[src/hw/rtl/bpg_pkg.sv]
package bpg_pkg;

   localparam int COORD_W    = 16;
   localparam int T_W        = 17;            // Q0.16 plus one integer bit
   localparam int CNT_W      = 7;
   localparam int IDX_W      = 6;
   localparam int REM_W      = 7;
   localparam int A_W        = 32;            // first de Casteljau level
   localparam int B_W        = 48;            // second level
   localparam int OPND_W     = 48;
   localparam int ACC_W      = 64;
   localparam int PROD_W     = T_W + COORD_W;
   localparam int STEP_W     = 5;
   localparam int DIV_CNT_W  = $clog2(T_W);

   localparam logic [T_W-1:0]     T_ONE      = 17'h1_0000;
   localparam logic [ACC_W-1:0]   ROUND_BIAS = 64'h0000_8000_0000_0000;
   localparam logic [COORD_W-1:0] SIGN_FLIP  = 16'h8000;

   localparam logic [STEP_W-1:0] UOP_LAST_CUBIC = 5'd19;
   localparam logic [STEP_W-1:0] UOP_LAST_QUAD  = 5'd7;

   typedef enum logic [1:0] {
      SRC_P,
      SRC_A,
      SRC_B
   } src_lvl_type;

   typedef enum logic [1:0] {
      DST_A,
      DST_B,
      DST_RES
   } dst_lvl_type;

   typedef struct packed {
      logic        use_t;
      src_lvl_type src_lvl;
      logic [1:0]  src_idx;
      logic [1:0]  digit;
      logic [1:0]  shift;
      logic        first;
      logic        last;
      dst_lvl_type dst_lvl;
      logic [1:0]  dst_idx;
   } uop_type;

   typedef struct packed {
      dst_lvl_type dst_lvl;
      logic [1:0]  dst_idx;
      logic        axis;
      logic        first;
      logic        last;
      logic        round;
   } tag_type;

   // Multiply-accumulate program for one coordinate.
   // Cubic: three first-level blends, two second-level, one final.
   // Quadratic: two first-level blends, then the final one scaled by 2^16.
   function automatic uop_type uop_decode(input logic cubic, input logic [STEP_W-1:0] step);
      uop_type             u;
      logic [STEP_W-1:0]   s;
      logic [STEP_W-1:0]   l1_len;
      logic [STEP_W-1:0]   l2_len;
      u      = '0;
      s      = '0;
      l1_len = cubic ? 5'd6 : 5'd4;
      l2_len = cubic ? 5'd8 : 5'd4;
      if (step < l1_len) begin
         u.use_t   = step[0];
         u.src_lvl = SRC_P;
         u.src_idx = step[2:1] + {1'b0, step[0]};
         u.digit   = 2'd0;
         u.shift   = 2'd0;
         u.first   = ~step[0];
         u.last    = step[0];
         u.dst_lvl = DST_A;
         u.dst_idx = step[2:1];
      end else if (step < l1_len + l2_len) begin
         s         = step - l1_len;
         u.use_t   = s[1];
         u.src_lvl = SRC_A;
         u.src_idx = {1'b0, s[2]} + {1'b0, s[1]};
         u.digit   = {1'b0, s[0]};
         u.shift   = {1'b0, s[0]} + (cubic ? 2'd0 : 2'd1);
         u.first   = (s[1:0] == 2'd0);
         u.last    = (s[1:0] == 2'd3);
         u.dst_lvl = cubic ? DST_B : DST_RES;
         u.dst_idx = {1'b0, s[2]};
      end else begin
         s         = step - 5'd14;
         u.use_t   = (s >= 5'd3);
         u.src_lvl = SRC_B;
         u.src_idx = {1'b0, u.use_t};
         u.digit   = u.use_t ? 2'(s - 5'd3) : s[1:0];
         u.shift   = u.digit;
         u.first   = (s == 5'd0);
         u.last    = (s == 5'd5);
         u.dst_lvl = DST_RES;
         u.dst_idx = 2'd0;
      end
      return u;
   endfunction

endpackage

[src/hw/rtl/bpg_req_if.sv]
interface bpg_req_if;
   logic                                valid;
   logic                                ready;
   logic                                func;
   logic signed [bpg_pkg::COORD_W-1:0]  p0_x;
   logic signed [bpg_pkg::COORD_W-1:0]  p0_y;
   logic signed [bpg_pkg::COORD_W-1:0]  p1_x;
   logic signed [bpg_pkg::COORD_W-1:0]  p1_y;
   logic signed [bpg_pkg::COORD_W-1:0]  p2_x;
   logic signed [bpg_pkg::COORD_W-1:0]  p2_y;
   logic signed [bpg_pkg::COORD_W-1:0]  p3_x;
   logic signed [bpg_pkg::COORD_W-1:0]  p3_y;
   logic [bpg_pkg::CNT_W-1:0]           point_count;

   modport source (
      output valid, func, p0_x, p0_y, p1_x, p1_y, p2_x, p2_y, p3_x, p3_y, point_count,
      input  ready
   );

   modport sink (
      input  valid, func, p0_x, p0_y, p1_x, p1_y, p2_x, p2_y, p3_x, p3_y, point_count,
      output ready
   );
endinterface

[src/hw/rtl/bpg_rsp_if.sv]
interface bpg_rsp_if;
   logic                                valid;
   logic                                ready;
   logic signed [bpg_pkg::COORD_W-1:0]  out_x;
   logic signed [bpg_pkg::COORD_W-1:0]  out_y;
   logic [bpg_pkg::IDX_W-1:0]           sample_index;
   logic                                last;

   modport source (
      output valid, out_x, out_y, sample_index, last,
      input  ready
   );

   modport sink (
      input  valid, out_x, out_y, sample_index, last,
      output ready
   );
endinterface

[src/hw/rtl/bpg_div.sv]
// Restoring divider for 2^16 / divisor, one quotient bit per cycle.
module bpg_div (
   input  logic                        clock,
   input  logic                        reset,
   input  logic                        start,
   input  logic [bpg_pkg::REM_W-1:0]   divisor,
   output logic                        done,
   output logic [bpg_pkg::T_W-1:0]     quotient,
   output logic [bpg_pkg::REM_W-1:0]   remainder
);

   logic                            busy_ff, busy_in;
   logic                            done_ff, done_in;
   logic [bpg_pkg::DIV_CNT_W-1:0]   cnt_ff, cnt_in;
   logic [bpg_pkg::REM_W-1:0]       dvs_ff, dvs_in;
   logic [bpg_pkg::REM_W-1:0]       rem_ff, rem_in;
   logic [bpg_pkg::T_W-1:0]         quo_ff, quo_in;
   logic [bpg_pkg::REM_W:0]         trial;
   logic                            fits;
   logic                            num_bit;

   always_comb begin
      num_bit = bpg_pkg::T_ONE[bpg_pkg::DIV_CNT_W'(bpg_pkg::T_W - 1) - cnt_ff];
      trial   = {rem_ff, num_bit};
      fits    = (trial >= {1'b0, dvs_ff});
      busy_in = busy_ff;
      done_in = 1'b0;
      cnt_in  = cnt_ff;
      dvs_in  = dvs_ff;
      rem_in  = rem_ff;
      quo_in  = quo_ff;
      if (start) begin
         busy_in = 1'b1;
         cnt_in  = '0;
         dvs_in  = divisor;
         rem_in  = '0;
         quo_in  = '0;
      end else if (busy_ff) begin
         rem_in = fits ? bpg_pkg::REM_W'(trial - {1'b0, dvs_ff}) : trial[bpg_pkg::REM_W-1:0];
         quo_in = {quo_ff[bpg_pkg::T_W-2:0], fits};
         cnt_in = cnt_ff + 1'b1;
         if (cnt_ff == bpg_pkg::DIV_CNT_W'(bpg_pkg::T_W - 1)) begin
            busy_in = 1'b0;
            done_in = 1'b1;
         end
      end
   end

   always_ff @(posedge clock) begin
      if (reset) begin
         busy_ff <= 1'b0;
         done_ff <= 1'b0;
      end else begin
         busy_ff <= busy_in;
         done_ff <= done_in;
      end
   end

   always_ff @(posedge clock) begin
      cnt_ff <= cnt_in;
      dvs_ff <= dvs_in;
      rem_ff <= rem_in;
      quo_ff <= quo_in;
   end

   assign done      = done_ff;
   assign quotient  = quo_ff;
   assign remainder = rem_ff;

endmodule

[src/hw/rtl/bpg_mac.sv]
// Shared 17x16 multiplier with a registered product, then a 64-bit
// shift-and-accumulate stage that reports the finished sum.
module bpg_mac (
   input  logic                          clock,
   input  logic                          reset,
   input  logic                          issue,
   input  logic [bpg_pkg::T_W-1:0]       coef,
   input  logic [bpg_pkg::COORD_W-1:0]   digit,
   input  logic [1:0]                    shift,
   input  bpg_pkg::tag_type              tag,
   output logic                          wb_valid,
   output bpg_pkg::tag_type              wb_tag,
   output logic [bpg_pkg::ACC_W-1:0]     wb_value
);

   logic                          valid_ff;
   logic [bpg_pkg::PROD_W-1:0]    prod_ff, prod_in;
   logic [1:0]                    shift_ff;
   bpg_pkg::tag_type              tag_ff;
   logic [bpg_pkg::ACC_W-1:0]     acc_ff, acc_in;
   logic [bpg_pkg::ACC_W-1:0]     addend;
   logic [bpg_pkg::ACC_W-1:0]     base;

   always_comb begin
      prod_in = bpg_pkg::PROD_W'(coef) * bpg_pkg::PROD_W'(digit);
      addend  = bpg_pkg::ACC_W'(prod_ff) << {shift_ff, 4'b0000};
      if (tag_ff.first) begin
         base = tag_ff.round ? bpg_pkg::ROUND_BIAS : '0;
      end else begin
         base = acc_ff;
      end
      acc_in = base + addend;
   end

   always_ff @(posedge clock) begin
      if (reset) begin
         valid_ff <= 1'b0;
      end else begin
         valid_ff <= issue;
      end
   end

   always_ff @(posedge clock) begin
      prod_ff  <= prod_in;
      shift_ff <= shift;
      tag_ff   <= tag;
      if (valid_ff) begin
         acc_ff <= acc_in;
      end
   end

   assign wb_valid = valid_ff && tag_ff.last;
   assign wb_tag   = tag_ff;
   assign wb_value = acc_in;

endmodule

[src/hw/rtl/bezier_path_point_generator.sv]
// Quadratic / cubic Bezier point generator. Each request word carries the
// control points, the degree select and a point count n (clamped to
// MAX_POINTS); the block answers with n point words at t = i/(n-1), each
// with its sample index and a last flag on the final point, and a count of
// zero gives no words at all. Points come from an exact integer de Casteljau
// evaluation, rounded to nearest with halves upward. All products run
// through one 17x16 multiplier with a registered product and a 64-bit
// accumulator under a small microcode sequencer: a point costs 20
// multiplies per coordinate in cubic mode and 8 in quadratic mode, plus
// drain and handoff. A request of two or more points first passes through
// a bit-serial divider that finds the step of t. A new request is taken
// only once the last point is in the output register; that register lets
// the block go on with the next point while the previous one waits to be
// taken.
module bezier_path_point_generator #(
   parameter int unsigned MAX_POINTS = 64
) (
   input  logic         clock,
   input  logic         reset,
   bpg_req_if.sink      req_bus,
   bpg_rsp_if.source    rsp_bus
);

   typedef enum logic [3:0] {
      ST_IDLE = 4'b0001,
      ST_DIV  = 4'b0010,
      ST_RUN  = 4'b0100,
      ST_EMIT = 4'b1000
   } state_type;

   localparam int CW = bpg_pkg::COORD_W;

   // sequencer
   state_type                          state_ff, state_in;
   logic                               issuing_ff, issuing_in;
   logic [bpg_pkg::STEP_W-1:0]         step_ff, step_in;
   logic                               axis_ff, axis_in;
   logic                               cubic_ff, cubic_in;
   logic [bpg_pkg::CNT_W-1:0]          n_ff, n_in;
   logic [bpg_pkg::CNT_W-1:0]          idx_ff, idx_in;
   logic [bpg_pkg::REM_W-1:0]          d_ff, d_in;

   // parameter walk: t advances by q0 + r0/d per point
   logic [bpg_pkg::T_W-1:0]            t_ff, t_in;
   logic [bpg_pkg::REM_W-1:0]          frac_ff, frac_in;
   logic [bpg_pkg::T_W-1:0]            q0_ff, q0_in;
   logic [bpg_pkg::REM_W-1:0]          r0_ff, r0_in;

   // operands and partial blends (coordinates held in offset binary)
   logic [CW-1:0]                      px_ff [4];
   logic [CW-1:0]                      py_ff [4];
   logic [bpg_pkg::A_W-1:0]            a_ff [3];
   logic [bpg_pkg::B_W-1:0]            b_ff [2];
   logic [CW-1:0]                      res_x_ff;
   logic [CW-1:0]                      res_y_ff;

   // output register
   logic                               rsp_valid_ff, rsp_valid_in;
   logic signed [CW-1:0]               out_x_ff;
   logic signed [CW-1:0]               out_y_ff;
   logic [bpg_pkg::IDX_W-1:0]          sidx_ff;
   logic                               last_ff;

   logic                               take;
   logic [bpg_pkg::CNT_W-1:0]          n_sel;
   logic                               div_start;
   logic                               div_done;
   logic [bpg_pkg::T_W-1:0]            div_quo;
   logic [bpg_pkg::REM_W-1:0]          div_rem;

   bpg_pkg::uop_type                   uop;
   logic                               issue;
   logic [bpg_pkg::STEP_W-1:0]         uop_last;
   logic [bpg_pkg::T_W-1:0]            mt;
   logic [bpg_pkg::T_W-1:0]            coef;
   logic [bpg_pkg::OPND_W-1:0]         opnd;
   logic [CW-1:0]                      digit;
   bpg_pkg::tag_type                   tag;
   logic                               wb_valid;
   bpg_pkg::tag_type                   wb_tag;
   logic [bpg_pkg::ACC_W-1:0]          wb_value;
   logic [CW-1:0]                      wb_coord;

   logic                               out_load;
   logic                               is_last;
   logic [bpg_pkg::REM_W:0]            frac_sum;
   logic                               frac_wrap;

   assign take  = req_bus.valid && req_bus.ready;
   assign n_sel = (32'(req_bus.point_count) > MAX_POINTS) ?
                  bpg_pkg::CNT_W'(MAX_POINTS) : req_bus.point_count;

   // ---------------------------------------------------------------------
   // Operand fetch: pick weight (t or 1-t) and one 16-bit digit of the
   // current operand for the shared multiplier.
   // ---------------------------------------------------------------------
   always_comb begin
      uop      = bpg_pkg::uop_decode(cubic_ff, step_ff);
      issue    = (state_ff == ST_RUN) && issuing_ff;
      uop_last = cubic_ff ? bpg_pkg::UOP_LAST_CUBIC : bpg_pkg::UOP_LAST_QUAD;
      mt       = bpg_pkg::T_ONE - t_ff;
      coef     = uop.use_t ? t_ff : mt;
      unique case (uop.src_lvl)
         bpg_pkg::SRC_P: begin
            opnd = bpg_pkg::OPND_W'(axis_ff ? py_ff[uop.src_idx] : px_ff[uop.src_idx]);
         end
         bpg_pkg::SRC_A: begin
            opnd = bpg_pkg::OPND_W'(a_ff[uop.src_idx]);
         end
         bpg_pkg::SRC_B: begin
            opnd = b_ff[uop.src_idx[0]];
         end
         default: begin
            opnd = '0;
         end
      endcase
      unique case (uop.digit)
         2'd0:    digit = opnd[CW-1:0];
         2'd1:    digit = opnd[2*CW-1:CW];
         2'd2:    digit = opnd[3*CW-1:2*CW];
         default: digit = '0;
      endcase
      tag.dst_lvl = uop.dst_lvl;
      tag.dst_idx = uop.dst_idx;
      tag.axis    = axis_ff;
      tag.first   = uop.first;
      tag.last    = uop.last;
      tag.round   = (uop.dst_lvl == bpg_pkg::DST_RES);
   end

   bpg_mac u_mac (
      .clock    (clock),
      .reset    (reset),
      .issue    (issue),
      .coef     (coef),
      .digit    (digit),
      .shift    (uop.shift),
      .tag      (tag),
      .wb_valid (wb_valid),
      .wb_tag   (wb_tag),
      .wb_value (wb_value)
   );

   bpg_div u_div (
      .clock     (clock),
      .reset     (reset),
      .start     (div_start),
      .divisor   (d_in),
      .done      (div_done),
      .quotient  (div_quo),
      .remainder (div_rem)
   );

   // Top 16 bits of the rounded sum, back from offset binary.
   assign wb_coord = wb_value[bpg_pkg::ACC_W-1 -: CW] ^ bpg_pkg::SIGN_FLIP;

   // ---------------------------------------------------------------------
   // Sequencer
   // ---------------------------------------------------------------------
   always_comb begin
      out_load  = (state_ff == ST_EMIT) && (!rsp_valid_ff || rsp_bus.ready);
      is_last   = (idx_ff == n_ff - 1'b1);
      frac_sum  = {1'b0, frac_ff} + {1'b0, r0_ff};
      frac_wrap = (frac_sum >= {1'b0, d_ff});

      state_in   = state_ff;
      issuing_in = issuing_ff;
      step_in    = step_ff;
      axis_in    = axis_ff;
      cubic_in   = cubic_ff;
      n_in       = n_ff;
      idx_in     = idx_ff;
      d_in       = d_ff;
      t_in       = t_ff;
      frac_in    = frac_ff;
      q0_in      = q0_ff;
      r0_in      = r0_ff;
      div_start  = 1'b0;

      unique case (state_ff)
         ST_IDLE: begin
            if (take) begin
               cubic_in = req_bus.func;
               n_in     = n_sel;
               d_in     = n_sel - 1'b1;
               frac_in  = (n_sel - 1'b1) >> 1;
               t_in     = '0;
               idx_in   = '0;
               step_in  = '0;
               axis_in  = 1'b0;
               // drop an empty request, skip the divider for a single point
               if (n_sel == '0) begin
                  state_in = ST_IDLE;
               end else if (n_sel == bpg_pkg::CNT_W'(1)) begin
                  q0_in      = '0;
                  r0_in      = '0;
                  issuing_in = 1'b1;
                  state_in   = ST_RUN;
               end else begin
                  div_start = 1'b1;
                  state_in  = ST_DIV;
               end
            end
         end
         ST_DIV: begin
            if (div_done) begin
               q0_in      = div_quo;
               r0_in      = div_rem;
               issuing_in = 1'b1;
               state_in   = ST_RUN;
            end
         end
         ST_RUN: begin
            // walk the program once for x, then once for y
            if (issue) begin
               if (step_ff == uop_last) begin
                  step_in = '0;
                  if (axis_ff) begin
                     issuing_in = 1'b0;
                  end else begin
                     axis_in = 1'b1;
                  end
               end else begin
                  step_in = step_ff + 1'b1;
               end
            end
            if (wb_valid && (wb_tag.dst_lvl == bpg_pkg::DST_RES) && wb_tag.axis) begin
               state_in = ST_EMIT;
            end
         end
         ST_EMIT: begin
            // hold until the output register frees up, then advance t
            if (out_load) begin
               t_in    = t_ff + q0_ff + bpg_pkg::T_W'(frac_wrap);
               frac_in = frac_wrap ? bpg_pkg::REM_W'(frac_sum - {1'b0, d_ff})
                                   : frac_sum[bpg_pkg::REM_W-1:0];
               idx_in  = idx_ff + 1'b1;
               if (is_last) begin
                  state_in = ST_IDLE;
               end else begin
                  step_in    = '0;
                  axis_in    = 1'b0;
                  issuing_in = 1'b1;
                  state_in   = ST_RUN;
               end
            end
         end
         default: begin
            state_in   = ST_IDLE;
            issuing_in = 1'b0;
         end
      endcase

      if (out_load) begin
         rsp_valid_in = 1'b1;
      end else if (rsp_bus.ready) begin
         rsp_valid_in = 1'b0;
      end else begin
         rsp_valid_in = rsp_valid_ff;
      end
   end

   always_ff @(posedge clock) begin
      if (reset) begin
         state_ff     <= ST_IDLE;
         issuing_ff   <= 1'b0;
         rsp_valid_ff <= 1'b0;
      end else begin
         state_ff     <= state_in;
         issuing_ff   <= issuing_in;
         rsp_valid_ff <= rsp_valid_in;
      end
   end

   always_ff @(posedge clock) begin
      step_ff  <= step_in;
      axis_ff  <= axis_in;
      cubic_ff <= cubic_in;
      n_ff     <= n_in;
      idx_ff   <= idx_in;
      d_ff     <= d_in;
      t_ff     <= t_in;
      frac_ff  <= frac_in;
      q0_ff    <= q0_in;
      r0_ff    <= r0_in;

      // capture control points in offset binary
      if (take) begin
         px_ff[0] <= $unsigned(req_bus.p0_x) ^ bpg_pkg::SIGN_FLIP;
         py_ff[0] <= $unsigned(req_bus.p0_y) ^ bpg_pkg::SIGN_FLIP;
         px_ff[1] <= $unsigned(req_bus.p1_x) ^ bpg_pkg::SIGN_FLIP;
         py_ff[1] <= $unsigned(req_bus.p1_y) ^ bpg_pkg::SIGN_FLIP;
         px_ff[2] <= $unsigned(req_bus.p2_x) ^ bpg_pkg::SIGN_FLIP;
         py_ff[2] <= $unsigned(req_bus.p2_y) ^ bpg_pkg::SIGN_FLIP;
         px_ff[3] <= $unsigned(req_bus.p3_x) ^ bpg_pkg::SIGN_FLIP;
         py_ff[3] <= $unsigned(req_bus.p3_y) ^ bpg_pkg::SIGN_FLIP;
      end

      // write back finished blends
      if (wb_valid) begin
         unique case (wb_tag.dst_lvl)
            bpg_pkg::DST_A: begin
               a_ff[wb_tag.dst_idx] <= wb_value[bpg_pkg::A_W-1:0];
            end
            bpg_pkg::DST_B: begin
               b_ff[wb_tag.dst_idx[0]] <= wb_value[bpg_pkg::B_W-1:0];
            end
            bpg_pkg::DST_RES: begin
               if (wb_tag.axis) begin
                  res_y_ff <= wb_coord;
               end else begin
                  res_x_ff <= wb_coord;
               end
            end
            default: begin
            end
         endcase
      end

      if (out_load) begin
         out_x_ff <= $signed(res_x_ff);
         out_y_ff <= $signed(res_y_ff);
         sidx_ff  <= idx_ff[bpg_pkg::IDX_W-1:0];
         last_ff  <= is_last;
      end
   end

   assign req_bus.ready        = (state_ff == ST_IDLE);
   assign rsp_bus.valid        = rsp_valid_ff;
   assign rsp_bus.out_x        = out_x_ff;
   assign rsp_bus.out_y        = out_y_ff;
   assign rsp_bus.sample_index = sidx_ff;
   assign rsp_bus.last         = last_ff;

endmodule

[src/flat_wrapper.sv]
// flat-port wrapper written by rule: the top's interface ports become plain ports
module bezier_path_point_generator_flat 
#(
   parameter int unsigned MAX_POINTS = 64
)
  (clock, reset, req_bus_valid, req_bus_func, req_bus_p0_x, req_bus_p0_y, req_bus_p1_x, req_bus_p1_y, req_bus_p2_x, req_bus_p2_y, req_bus_p3_x, req_bus_p3_y, req_bus_point_count, req_bus_ready, rsp_bus_valid, rsp_bus_out_x, rsp_bus_out_y, rsp_bus_sample_index, rsp_bus_last, rsp_bus_ready);
  bpg_req_if req_bus_i ();
  bpg_rsp_if rsp_bus_i ();
  input  logic clock;
  input  logic reset;
  input wire logic [$bits(req_bus_i.valid)-1:0] req_bus_valid;
  input wire logic [$bits(req_bus_i.func)-1:0] req_bus_func;
  input wire logic [$bits(req_bus_i.p0_x)-1:0] req_bus_p0_x;
  input wire logic [$bits(req_bus_i.p0_y)-1:0] req_bus_p0_y;
  input wire logic [$bits(req_bus_i.p1_x)-1:0] req_bus_p1_x;
  input wire logic [$bits(req_bus_i.p1_y)-1:0] req_bus_p1_y;
  input wire logic [$bits(req_bus_i.p2_x)-1:0] req_bus_p2_x;
  input wire logic [$bits(req_bus_i.p2_y)-1:0] req_bus_p2_y;
  input wire logic [$bits(req_bus_i.p3_x)-1:0] req_bus_p3_x;
  input wire logic [$bits(req_bus_i.p3_y)-1:0] req_bus_p3_y;
  input wire logic [$bits(req_bus_i.point_count)-1:0] req_bus_point_count;
  output wire logic [$bits(req_bus_i.ready)-1:0] req_bus_ready;
  output wire logic [$bits(rsp_bus_i.valid)-1:0] rsp_bus_valid;
  output wire logic [$bits(rsp_bus_i.out_x)-1:0] rsp_bus_out_x;
  output wire logic [$bits(rsp_bus_i.out_y)-1:0] rsp_bus_out_y;
  output wire logic [$bits(rsp_bus_i.sample_index)-1:0] rsp_bus_sample_index;
  output wire logic [$bits(rsp_bus_i.last)-1:0] rsp_bus_last;
  input wire logic [$bits(rsp_bus_i.ready)-1:0] rsp_bus_ready;
  assign req_bus_i.valid = req_bus_valid;
  assign req_bus_i.func = req_bus_func;
  assign req_bus_i.p0_x = req_bus_p0_x;
  assign req_bus_i.p0_y = req_bus_p0_y;
  assign req_bus_i.p1_x = req_bus_p1_x;
  assign req_bus_i.p1_y = req_bus_p1_y;
  assign req_bus_i.p2_x = req_bus_p2_x;
  assign req_bus_i.p2_y = req_bus_p2_y;
  assign req_bus_i.p3_x = req_bus_p3_x;
  assign req_bus_i.p3_y = req_bus_p3_y;
  assign req_bus_i.point_count = req_bus_point_count;
  assign req_bus_ready = req_bus_i.ready;
  assign rsp_bus_valid = rsp_bus_i.valid;
  assign rsp_bus_out_x = rsp_bus_i.out_x;
  assign rsp_bus_out_y = rsp_bus_i.out_y;
  assign rsp_bus_sample_index = rsp_bus_i.sample_index;
  assign rsp_bus_last = rsp_bus_i.last;
  assign rsp_bus_i.ready = rsp_bus_ready;
  bezier_path_point_generator #(.MAX_POINTS(MAX_POINTS)) u_core (.clock(clock), .reset(reset), .req_bus(req_bus_i), .rsp_bus(rsp_bus_i));
endmodule
[config.mk]
export PLATFORM = sky130hd
export DESIGN_NAME = bezier_path_point_generator_flat
export DESIGN_NICKNAME = d
export VERILOG_FILES = /design/src/hw/rtl/bpg_pkg.sv /design/src/hw/rtl/bpg_req_if.sv /design/src/hw/rtl/bpg_rsp_if.sv /design/src/hw/rtl/bpg_div.sv /design/src/hw/rtl/bpg_mac.sv /design/src/hw/rtl/bezier_path_point_generator.sv /design/src/flat_wrapper.sv
export SDC_FILE = /design/constraint.sdc
export NUM_CORES = 2
export LEC_CHECK = 0
export ABC_AREA = 1
export BUFFER_PORTS_ARGS = -buffer_cell sky130_fd_sc_hd__buf_2
export CELL_PAD_IN_SITES_DETAIL_PLACEMENT = 0
export CELL_PAD_IN_SITES_GLOBAL_PLACEMENT = 1
export CORE_MARGIN = 4
export CORE_UTILIZATION = 49
export DETAILED_ROUTE_END_ITERATION = 6
export HOLD_SLACK_MARGIN = 0.03
export PLACE_DENSITY_LB_ADDON = 0.1
export SETUP_SLACK_MARGIN = 0.5
export SLEW_MARGIN = 20
export SYNTH_ARGS = -nofsm -noshare
export SYNTH_HDL_FRONTEND = slang
export SYNTH_SLANG_ARGS = --single-unit
export TNS_END_PERCENT = 10
[constraint.sdc]
create_clock -name clock -period 12.2 [get_ports clock]
set_input_delay 1.22 -clock clock [delete_from_list [all_inputs] [get_ports clock]]
set_output_delay 1.22 -clock clock [all_outputs]
set_load 0.05 [all_outputs]
* Word-level counts from Yosys, hierarchy flattened *
Memory sizes are Yosys's and may differ from the RTL's.
Index checks and enable logic that the tools add are counted.

storage, ports and cells
  register bits after elaboration = 299
  RAM bits = 320
  bits in read-only memories = 32
  input port bits = 140
  memories kept = 5

memories
  name              words  width  rd ports  clocked after memory_dff  wr ports  RTL line                           text
  u_core.a_ff       3      32     1         0                         1         bezier_path_point_generator.sv:52  logic [bpg_pkg::A_W-1:0] a_ff [3];
  u_core.b_ff       2      48     1         0                         1         bezier_path_point_generator.sv:53  logic [bpg_pkg::B_W-1:0] b_ff [2];
  u_core.px_ff      4      16     1         0                         4         bezier_path_point_generator.sv:50  logic [CW-1:0] px_ff [4];
  u_core.py_ff      4      16     1         0                         4         bezier_path_point_generator.sv:51  logic [CW-1:0] py_ff [4];
  (name not given)  32     1      1         0                         0         bpg_div.sv:23                      num_bit = bpg_pkg::T_ONE[bpg_pkg::DIV_CNT_W'(bpg_pkg::T_W - 1) - cnt_ff];

cells by class
  $add $sub $neg = 20
  $mul = 1
  order comparisons = 7
  equality and inequality tests = 27
  shift-type cells = 1
  multiplexer cells = 87
  bitwise operators = 12
  reductions and logical operators = 28

operators with widths
  kind                                                                 number
  48-bit one-hot mux with 3 select lines                               1
  17-bit 2-to-1 mux                                                    7
  7-bit 2-to-1 mux                                                     13
  17-bit one-hot mux with 2 select lines                               2
  64-bit adder                                                         1
  64-bit 2-to-1 mux                                                    1
  33-bit by 6-bit << shifter with 64-bit output                        1
  48-bit 2-to-1 mux                                                    1
  16-bit one-hot mux with 3 select lines                               1
  7-bit one-hot mux with 2 select lines                                3
  1-bit 2-to-1 mux                                                     34
  17-bit by 16-bit multiplier with 33-bit output                       1
  15-bit 2-to-1 mux                                                    2
  5-bit 2-to-1 mux                                                     6
  4-bit 2-to-1 mux                                                     6
  17-bit by 1-bit adder with 17-bit output                             1
  17-bit adder                                                         1
  17-bit subtractor (first input constant)                             1
  8-bit by 7-bit >= comparator with 1-bit output                       2
  16-bit 2-to-1 mux                                                    1
  2-bit != test (second input constant)                                8
  4-bit one-hot mux with 4 select lines                                1
  5-bit one-hot mux with 3 select lines                                1
  7-bit by 1-bit subtractor with 7-bit output (second input constant)  2
  other kinds (49)                                                     85

* Depth between registers and ports, before layout *
An unclocked memory read counts as a cell.

  depth after elaboration = 10
  mapped depth = 45
  mapped depth without buffers = 43

* Modules after synthesis *
Synthesis repeated with hierarchy kept, for this count alone.

second synthesis, totals
  cell total of the unflattened synthesis = 5,177
  area total of the unflattened synthesis = 42,599.6 um^2

by module, submodules not included
  module                       instances  cells an instance  area each (um^2)
  bezier_path_point_generator  1          2,007              21,519.4
  bpg_mac                      1          2,947              19,294.8
  bpg_div                      1          223                1,785.5

* Worst setup path before layout *
OpenSTA, ideal clock, no wires.

  kind = reg-to-reg
  start = register u_core.u_mac.valid_ff (netlist name)
  end = register u_core.frac_ff[0] (netlist name), enable pin
  library setup time = 462 ps
  arrival time = 8,887 ps
  data required time = 11,738 ps
  setup slack = 2,851 ps
  stages on the path, launching flop included = 11
  buffers on the path = 0
  clock period less this slack = 9,349 ps
  cells stage by stage = dfxtp_1 -> nand2_1 -> inv_1 -> nand3_1 -> nor2_1 -> nor2_1 -> nor2_1 -> nand2_1 -> nor2_2 -> inv_1 -> o21ai_0

RTL lines
  item                  RTL line                            text
  end signal, assigned  bezier_path_point_generator.sv:283  frac_ff <= frac_in;
  end, declared         bezier_path_point_generator.sv:45   logic [bpg_pkg::REM_W-1:0] frac_ff, frac_in;

* Final worst setup path *
  start = register u_core.step_ff[1] (netlist name)
  end = register u_core.u_mac.prod_ff[30] (netlist name)

between the ends
  word-level cells in the longest chain between the ends = 9
  elaborated cells between the ends (all ways) = 26
  classes of those cells = 5 x add/sub; 1 x mul; 3 x order compare; 4 x eq/ne; 7 x mux; 2 x reduce/logical; 4 x memory

RTL lines
  item                                                                                                      RTL line                            text
  start, declared                                                                                           bezier_path_point_generator.sv:36   logic [bpg_pkg::STEP_W-1:0] step_ff, step_in;
  start signal, assigned                                                                                    bezier_path_point_generator.sv:276  step_ff <= step_in;
  5-bit by 4-bit subtractor with 5-bit output or 3-bit subtractor (tied branches)                           bpg_pkg.sv:90, bpg_pkg.sv:79
  5-bit by 2-bit >= comparator with 1-bit output or 1-bit by 1-bit adder with 2-bit output (tied branches)  bpg_pkg.sv:91, bpg_pkg.sv:82
  15-bit 2-to-1 mux                                                                                         bpg_pkg.sv:78                       end else if (step < l1_len + l2_len) begin
  15-bit 2-to-1 mux *                                                                                       bpg_pkg.sv:68                       if (step < l1_len) begin
  memory read 4 x 16 bit (on tied branches)                                                                 -
  16-bit 2-to-1 mux                                                                                         bezier_path_point_generator.sv:105  opnd = bpg_pkg::OPND_W'(axis_ff ? py_ff[uop.src_idx] : px_ff[uop.src_idx]);
  48-bit one-hot mux with 3 select lines                                                                    bezier_path_point_generator.sv:103  unique case (uop.src_lvl)
  16-bit one-hot mux with 3 select lines                                                                    bezier_path_point_generator.sv:117  unique case (uop.digit)
  17-bit by 16-bit multiplier with 33-bit output *                                                          bpg_mac.sv:25                       prod_in = bpg_pkg::PROD_W'(coef) * bpg_pkg::PROD_W'(digit);
  via u_core.u_mac.prod_in, one bit                                                                         bpg_mac.sv:17                       logic [bpg_pkg::PROD_W-1:0] prod_ff, prod_in;
  end signal, assigned                                                                                      bpg_mac.sv:44                       prod_ff <= prod_in;
  end, declared                                                                                             bpg_mac.sv:17

The timed path passes the listed nets; every way through them passes the cells marked *.
A chain may end at the register's enable or synchronous reset.

==> flow_summary.ini <==
[setup_path]
r2r_start = u_core.step_ff[1]
worstPathRequired_ns = 12.71
cp_max_fo = 53
cp.arrival_ns = 10.31
end_kind = register
reg2regPathDepth = 42
cp_slowest_cell = nand2_4
slowest_delay_ns = 0.56
startpoint_type = register
cp-startpoint = u_core.step_ff[1]
worst_path_most_repeated_cell = nand2_1
crit_type = register to register

[synth]
synth_simple_gate_area_share_pct = 17.4
synth-xor-area-share_pct = 3.04
synth_top_family_by_area = simple AND/OR/NAND/NOR gates
synthCells = 4416
synth_ff_type = edfxtp_1
muxShareOfSynthArea_pct = 0.0246
synthAdderAreaFrac_pct = 17.4
synth_warnings = 0
yosysSeqAreaShare_pct = 43.4
ys_ff_latch = 619
synth_area_um2 = 40800
synth_nets = 4993
ys_types = 62
synth_edf_count = 531
synthArstFlopShare_pct = 0
synth_compound_area_share_pct = 9.71
synth.avg_cell_area_um2 = 9.23

[clock_tree]
path_clk_slew_ns = 0.06
cts_resized = 0
cts_max_level = 3
post_cts_buffers = 0
cts_buffers = 71
cts.sinks = 619
cts_tree = built
clk_path_buf_depth = 3
ctsRootBufferMaster = clkbuf_16
postCtsHoldBufs = 0
clkLatencyLatePin_ns = 0.64

[global_routing]
grt_pass1_wl_mm = 182
overflow = 0
grt_max_degree = 78
antenna_found_initial = 9
grt_pass1_vias = 30493
track_usage_pct = 27.4

[timing]
maxSlewHeadroom_pct = 14.3
fmax_mhz = 102
fin_hold_ws_ns = 0.417
fin_crit_sh_pct = 80.3
clock_skew_ns = 0.0360
finalSetupViolCount = 0
hold_viol = 0
rsz0062_at_grt = false
period_needed_ns = 9.79
setup_tns_ns = 0
tightest_slew_ns = 1.28
slew_viol_final = 0

[finish]
area_growth_pct = 10.4
multi_input_area_um2 = 19500
area.sequential_um2 = 17700
fillers = 7579
final_util_pct = 54.7
fin_nets = 5144
drive_above_1_share_pct = 9.63

[route]
totalWireLength_mm = 120
dr_total_vias = 30730
drt_iter0_markers = 2495
drc = 0
ant_nets = 0
via_per_inst = 5.40
wl_per_cell_um = 21.1
first_pass_iters = 6

[outcome]
outcome = finished clean

[floorplanning]
ios = 181
fp.dieH_um = 296
start_util_pct = 49.6
core_area_um2 = 82200
rows = 105
die_area_um2 = 87800
die_x_um = 296

[min_path]
whs_path_depth = 0
hp-class = register to register
min-delay-start = u_core.res_x_ff[15]

[placed_design]
hpwl_mm = 89.7
io_buffers = 180
gp_congestion = 0.967

[run]
max_cap_violations = 0
==> sequential cells by signal, summed over array words and instances (netlist names), 17 cells and up <==
signal / cells
u_core.t_ff: 17
u_core.b_ff: 96
u_core.px_ff: 64
u_core.a_ff: 96
u_core.py_ff: 64
u_core.u_mac.prod_ff: 33
u_core.q0_ff: 17
u_core.u_mac.acc_ff: 64
u_core.u_div.quotient: 17
==> cell type report <==
class	instances	area share [%]
Inverter	767	6.40
Antenna cell	1	0.00556
Tap cell	1070	2.97
Sequential cell	619	39.4
Clock inverter	37	1.05
Timing Repair Buffer	216	2.73
Clock buffer	91	4.25
Multi-Input combinational cell	2892	43.2
==> cell families after synthesis <==
logic type      count (synthesis)
compound gates                679
fa+ha+maj                     437
buf+inv                       905
mux                             1
simple gates                 1646
xor+xnor                      129
flops                         619
==> per-stage QoR <==
| step | setup WS [ns] | cells | instance area [um^2] |
|---|---|---|---|
| floorplan | 2.85 | 4416 | 40800 |
| global placement | 2.60 | 5562 | 42600 |
| detailed placement | 2.56 | 5564 | 42600 |
| CTS | 2.49 | 5692 | 45000 |
| global route | 1.62 | 5692 | 45000 |
| finish | 2.41 | 5693 | 45000 |
==> path summary, 6_finish.rpt <==
check	endpoint	slack [ns]
setup / recovery	u_core.u_mac.prod_ff[30]	2.41
hold / removal	u_core.rsp_bus.out_x[15]	0.42
hold reg to reg	u_core.rsp_bus.out_x[15]	0.42
setup reg to reg	u_core.u_mac.prod_ff[30]	2.41
==> worst max-delay path: cells and delay by family (launching register included) <==
kind | cells | cell delay, ns
adders and majority gates | 9 | 3.72
and+or+nand+nor | 17 | 2.70
buffers and inverters | 11 | 1.68
AOI/OAI and AO/OA | 4 | 0.90
DFF | 1 | 0.49
xor gates and xnor gates | 1 | 0.14
==> placed cells by master (no fill, tap or decap), types with 12 or more instances in the layout <==
master / n
a31oi_1: 18
a21oi_2: 29
dfxtp_1: 85
nor2_1: 357
edfxtp_1: 531
buf_2: 180
xnor2_1: 41
inv_2: 19
ha_1: 223
xor2_1: 75
clkinv_1: 12
a21oi_1: 356
nand4_1: 17
o21ai_0: 144
inv_1: 745
o21bai_1: 12
nor3_1: 45
fa_1: 214
a211oi_1: 22
o31ai_1: 19
a21o_1: 17
nand2_1: 814
clkbuf_16: 73
nand3_1: 300
nand3b_1: 55
buf_4: 32
clkbuf_1: 16
==> metal layers <==
layer  global-route usage [%]  routed length [um]  vias up
li1                         -                   -    14773
met1                     38.0               53200    14701
met2                     42.7               53200     1028
met3                     5.52                8500      222
met4                     10.6                4990        6
met5                        0                  47        -
==> synth_stat cells, drive strengths merged, types with 2 or more instances <==
master	number	area (um^2)
dfxtp	88	1760
a31oi	19	125
a21oi	396	2210
edfxtp	531	15900
a211oi	22	165
o211ai	8	60.1
nor3b	2	15.0
o21ai	154	778
fa	214	4280
a21o	17	128
or2	3	18.8
nand3b	55	413
nand4	18	128
o21bai	12	90.1
nor4	9	56.3
o22ai	5	37.5
nand2	831	3200
o21a	11	82.6
ha	223	2790
o221ai	3	26.3
a21boi	9	71.3
xor2	87	863
buf	94	619
clkbuf	44	165
clkinv	2	7.51
nor2	371	1460
nor3	51	275
xnor2	42	375
inv	765	2870
and3	2	12.5
o31ai	19	143
nand3	301	1510
Power is left out: the tool's default activity adds up to more than one toggle a clock period on the data nets, which glitch-free logic cannot reach.
